File: src/hlmm_pkg.sv
// Shared types and constants of the halo lineage membership merge unit.
package hlmm_pkg;

    localparam int COL_W      = 6;
    localparam int CFG_IDX_W  = 2;
    localparam int CFG_DATA_W = 12;
    localparam int CNT_W      = 48;

    localparam logic [CNT_W-1:0] CNT_MAX = {CNT_W{1'b1}};
    localparam logic [31:0]      NO_ROW  = 32'hFFFF_FFFF;

    localparam logic [2:0] MODE_RECORD    = 3'd0;
    localparam logic [2:0] MODE_LOAD_HALO = 3'd1;
    localparam logic [2:0] MODE_LOAD_ANC  = 3'd2;
    localparam logic [2:0] MODE_LOAD_ROW  = 3'd3;
    localparam logic [2:0] MODE_READ_MEMB = 3'd4;
    localparam logic [2:0] MODE_READ_CNT  = 3'd5;

    localparam logic [2:0] OUT_HEADER   = 3'd0;
    localparam logic [2:0] OUT_STORED   = 3'd1;
    localparam logic [2:0] OUT_BAD_TYPE = 3'd2;
    localparam logic [2:0] OUT_INVALID  = 3'd3;
    localparam logic [2:0] OUT_NO_ROW   = 3'd4;
    localparam logic [2:0] OUT_LOADED   = 3'd5;
    localparam logic [2:0] OUT_READ     = 3'd6;

    localparam logic [2:0] CNT_BAD_TYPE = 3'd4;
    localparam logic [2:0] CNT_INVALID  = 3'd5;
    localparam logic [2:0] CNT_NO_ROW   = 3'd6;
    localparam logic [2:0] CNT_CONFLICT = 3'd7;

    localparam logic [CFG_IDX_W-1:0] CFG_HALO_COUNT = 2'd0;
    localparam logic [CFG_IDX_W-1:0] CFG_MAX_PID    = 2'd1;
    localparam logic [CFG_IDX_W-1:0] CFG_DEPTH      = 2'd2;

    typedef enum logic [3:0] {
        ST_CLEAR,
        ST_IDLE,
        ST_EXEC,
        ST_SR_ADDR,
        ST_SR_CMP,
        ST_SR_FIN,
        ST_ROW_RD,
        ST_ROW_CHK,
        ST_COL_RD,
        ST_COL_CAP,
        ST_MERGE,
        ST_WR_RD,
        ST_WR_WR,
        ST_MRD_WAIT,
        ST_DONE
    } state_t;

    typedef struct packed {
        logic             start;
        logic             capture;
        logic [COL_W-1:0] col;
    } trk_ctl_t;

    typedef struct packed {
        logic             cd_v;
        logic             ud_v;
        logic             leads_cur;
        logic             leads_cand;
        logic             cand_wins;
        logic [COL_W-1:0] cd;
    } trk_stat_t;

endpackage

File: src/hlmm_lineage_cmp.sv
// Column-serial lineage comparator that tracks depths and the first mismatch.
module hlmm_lineage_cmp
    import hlmm_pkg::*;
(
    input  logic        clk,
    input  logic        rst_n,
    input  trk_ctl_t    ctl,
    input  logic [31:0] cand,
    input  logic [31:0] cur,
    output trk_stat_t   stat
);

    logic             cd_v_reg, ud_v_reg, fm_v_reg;
    logic [COL_W-1:0] cd_reg, ud_reg, fm_reg;
    logic [31:0]      cand_last_reg, cur_last_reg;

    always_ff @(posedge clk or negedge rst_n)
    begin
        if (!rst_n)
        begin
            cd_v_reg      <= 1'b0;
            ud_v_reg      <= 1'b0;
            fm_v_reg      <= 1'b0;
            cd_reg        <= '0;
            ud_reg        <= '0;
            fm_reg        <= '0;
            cand_last_reg <= '0;
            cur_last_reg  <= '0;
        end
        else if (ctl.start)
        begin
            cd_v_reg <= 1'b0;
            ud_v_reg <= 1'b0;
            fm_v_reg <= 1'b0;
        end
        else if (ctl.capture)
        begin
            if (!cand[31])
            begin
                cd_v_reg      <= 1'b1;
                cd_reg        <= ctl.col;
                cand_last_reg <= cand;
            end
            if (!cur[31])
            begin
                ud_v_reg     <= 1'b1;
                ud_reg       <= ctl.col;
                cur_last_reg <= cur;
            end
            if (!fm_v_reg && (cand != cur))
            begin
                fm_v_reg <= 1'b1;
                fm_reg   <= ctl.col;
            end
        end
    end

    always_comb
    begin
        stat.cd_v       = cd_v_reg;
        stat.ud_v       = ud_v_reg;
        stat.leads_cur  = (ud_reg <= cd_reg) && (!fm_v_reg || (fm_reg > ud_reg));
        stat.leads_cand = (cd_reg <= ud_reg) && (!fm_v_reg || (fm_reg > cd_reg));
        stat.cand_wins  = (cd_reg > ud_reg) || ((cd_reg == ud_reg)
                          && ($signed(cand_last_reg) < $signed(cur_last_reg)));
        stat.cd         = cd_reg;
    end

endmodule
File: config.mk
export PLATFORM = sky130hd
export DESIGN_NAME = hlmm_lineage_cmp
export DESIGN_NICKNAME = d
export VERILOG_FILES = /design/src/hlmm_pkg.sv /design/src/hlmm_lineage_cmp.sv
export SDC_FILE = /design/constraint.sdc
export NUM_CORES = 1
export LEC_CHECK = 0
export BUFFER_PORTS_ARGS = -buffer_cell sky130_fd_sc_hd__buf_2
export CAP_MARGIN = 20
export CORE_MARGIN = 2
export CORE_UTILIZATION = 50
export DETAILED_ROUTE_END_ITERATION = 10
export PLACE_DENSITY = 0.7
export SYNTH_ARGS = -nofsm -noshare
export SYNTH_HDL_FRONTEND = slang
export SYNTH_SLANG_ARGS = --single-unit
File: constraint.sdc
create_clock -name clk -period 4.9 [get_ports clk]
set_clock_uncertainty 0.15 [all_clocks]
set_input_delay 0.49 -clock clk [delete_from_list [all_inputs] [get_ports clk]]
set_output_delay 0.49 -clock clk [all_outputs]
set_load 0.1 [all_outputs]
==> impl_metrics.toml <==
[place]
dpl.hpwl_um = 7660
pre_cts_slack_ps = 2150
io_buffer_count = 84
gp_congestion = 0.862

[final_layout]
multi_input_area_sq_um = 2240
syn2layout_area_growth_pct = 17.4
drive_gt1_share_pct = 27.3
nets = 645
num-fill-cells = 734
ff_latch_area_sq_um = 2080
num_antenna_cells = 0

[die]
io_pins = 85
die_area_sq_um = 9870
row_count = 34
initial_utilization_pct = 51.9
core_area_sq_um = 8760
die_h_um = 99.3
dieWidth_um = 99.3

[power]
p_clk_share_pct = 26.1
power.switching_mw = 0.769
powerDensity_nw_per_um2 = 404
switching_share_pct = 35.7
p_int_mw = 1.39
comb_power_share_pct = 33.7
pwr-share-seq_pct = 40.2
vdd_drop_max_uv = 182
power_leakage_nw = 2.61

[synth]
yosysMostFrequentCell = "dfrtp_1"
synthCells = 437
ys_seq_area_share_pct = 45.7
synth_seq_cells = 83
synth_top_cell_area_share_pct = 45.7
avgSynthCellArea_sq_um = 10.4
synth.largest_area_cell = "dfrtp_1"
synth_flop_cell = "dfrtp_1"
synthDistinctLibCells = 34
synth.cell_area_sq_um = 4550
yosys_warnings = 0
synth_edf_count = 0
synth_fp_nets = 559
async_flop_share_pct = 100
yosys-top-cells-count = "dfrtp_1 (83), inv_1 (50), nand2_1 (50)"
synth.area.top_cells = "dfrtp_1 (46%), ha_1 (13%), mux2_2 (9.2%), xor2_1 (6.2%), o21ai_0 (5.0%)"

[setup_path]
cp-end-kind = "primary output"
startpoint_type = "flop"
setup.worst_path.class = "reg2out"
crit_arrival_ps = 2530
crit_required_ps = 4260
path_max_fanout = 4

[timing]
finalSetupTns_ps = 0
min_period_ps = 3170
max_freq_ghz = 0.315
setup_viol = 0
rsz0062_at_grt = "no"
tightest_slew_ps = 837
slew_viol_final = 0
hold_viol_final = 0
relSlewSlack_pct = 44.1
worst_slack_ps = 1730
fin_crit_sh_pct = 64.7

[grt]
antenna_found_initial = 0
grt_pass1_wl_um = 16600
grt_use_total_pct = 21.7
grt_pass1_vias = 3484
grt_max_degree = 84
gr-total-overflow = 0

[routing]
drt_iter0_markers = 131
postRouteAntennaNets = 0
routed_wl_um = 10100
num_vias = 3373
via_per_inst = 5.30
drcViolationCount = 0
drt_first_pass_iters = 4
avgRoutedWirePerCell_um = 15.9

[job]
drv_cap = 0

[clock_tree]
h-tree-depth = 3
post-cts-setup-buffers = 0
numCtsBuffers = 9
insertion_delay_ps = 350
clk_pin_slew_ps = 90
cts_sinks = 83
clockBufferDepth = 2
cts_root_buf = "clkbuf_8"
cts_tree = "done"

[hold_path]
holdCritPathClass = "in2reg"

[outcome]
status = "complete, no violations"
[worst max-delay path, cell delays in order (launching register included)]
cell and delay [ps]:
dfrtp_1 410, ha_1 300, nand4_1 140, or2_2 360, nor2_1 100, o2111ai_1 110, a22oi_1 270, buf_2 480
[layout make-up]
| type | instances | area share, % |
|---|---|---|
| clock inverters | 5 | 1.41 |
| flip-flops and latches | 83 | 38.9 |
| multi-input cells | 291 | 41.9 |
| repair buffers | 88 | 8.91 |
| clock buffers | 11 | 2.84 |
| inverters | 50 | 3.52 |
| well taps | 108 | 2.53 |
[power groups by stage]
stage          Sequential [mW]  Combinational (mW)  Clock [mW]
3_3_place_gp             0.874               0.704           0
6_report                 0.868               0.726       0.562
4_1_cts                  0.868               0.726       0.572
2_1_floorplan            0.924               0.473           0
3_5_place_dp             0.881               0.721           0
5_1_grt                  0.883               0.811       0.601
[repair_timing]
action | 4_1_cts | 5_1_grt
setup endpoints to repair | 0 | 0
gates resized for setup | 0 | 0
hold buffers | 0 | 1
hold endpoints to repair | 0 | 17
[metal layers]
| metal | GRT usage, % | part of all wire [%] | vias to the layer above |
|---|---|---|---|
| li1 | - | - | 1667 |
| met1 | 29.2 | 46 | 1608 |
| met2 | 35.0 | 47 | 83 |
| met3 | 5.69 | 6.1 | 15 |
| met4 | 5.80 | 1.2 | 0 |
| met5 | 0 | 0 | - |
[final timing paths]
path / end / startpoint / depth (start not counted) / slack, ps
hold reg to reg: cand_last_reg[0] / cand_last_reg[0] / 1 / 360
setup / recovery: stat[6] / cd_reg[3] / 7 / 1730
min in group asynchronous: fm_reg[2] / rst_n / 2 / 390
max in group asynchronous: cand_last_reg[0] / rst_n / 3 / 3600
hold / removal: cur_last_reg[20] / cur[20] / 3 / 200
setup reg to reg: fm_reg[4] / fm_v_reg / 3 / 3520
[logic make-up after synthesis]
logic type	synth area share, %
and+or+nand+nor	9.11
AOI/OAI and AO/OA	10.7
DFF	45.7
buffers and inverters	5.45
adders and majority gates	13.2
muxes	9.66
xor gates and xnor gates	6.17
[metrics by stage]
stage | cells | area, sq um | util (%) | total power, mW | hold slack, ps
finish | 636 | 5340 | 60.9 | 2.16 | 205
global route | 636 | 5340 | 60.9 | 2.29 | 211
CTS | 634 | 5300 | 60.5 | 2.17 | 198
detailed placement | 618 | 5070 | 57.9 | 1.60 | 350
global placement | 618 | 5070 | 57.9 | 1.58 | 334
floorplan | 437 | 4550 | - | 1.40 | 44.4
[layout by cell type, fill, tap and decap left out, types with 2 or more instances in the layout]
cell / netlist / layout
dfrtp_1: 83 / 83
a21oi_1: 16 / 16
o22ai_1: 2 / 2
ha_1: 48 / 48
nor4_1: 8 / 8
o32ai_1: 2 / 2
buf_4: 2 / 3
nand2_1: 50 / 50
buf_2: 3 / 83
xor2_1: 32 / 32
nor2_1: 9 / 7
nor2b_1: 4 / 4
nand3_1: 2 / 2
a211oi_1: 3 / 3
nor2_4: 0 / 2
and4_1: 3 / 3
mux2_2: 37 / 37
inv_1: 50 / 50
clkinv_2: 0 / 3
nand4_1: 8 / 8
nand2b_1: 2 / 2
a21o_1: 7 / 7
clkbuf_8: 0 / 11
bufinv_16: 0 / 2
o21ai_0: 45 / 45
mux2_1: 2 / 2
No activity file was read; power rests on OpenSTA's default activity.
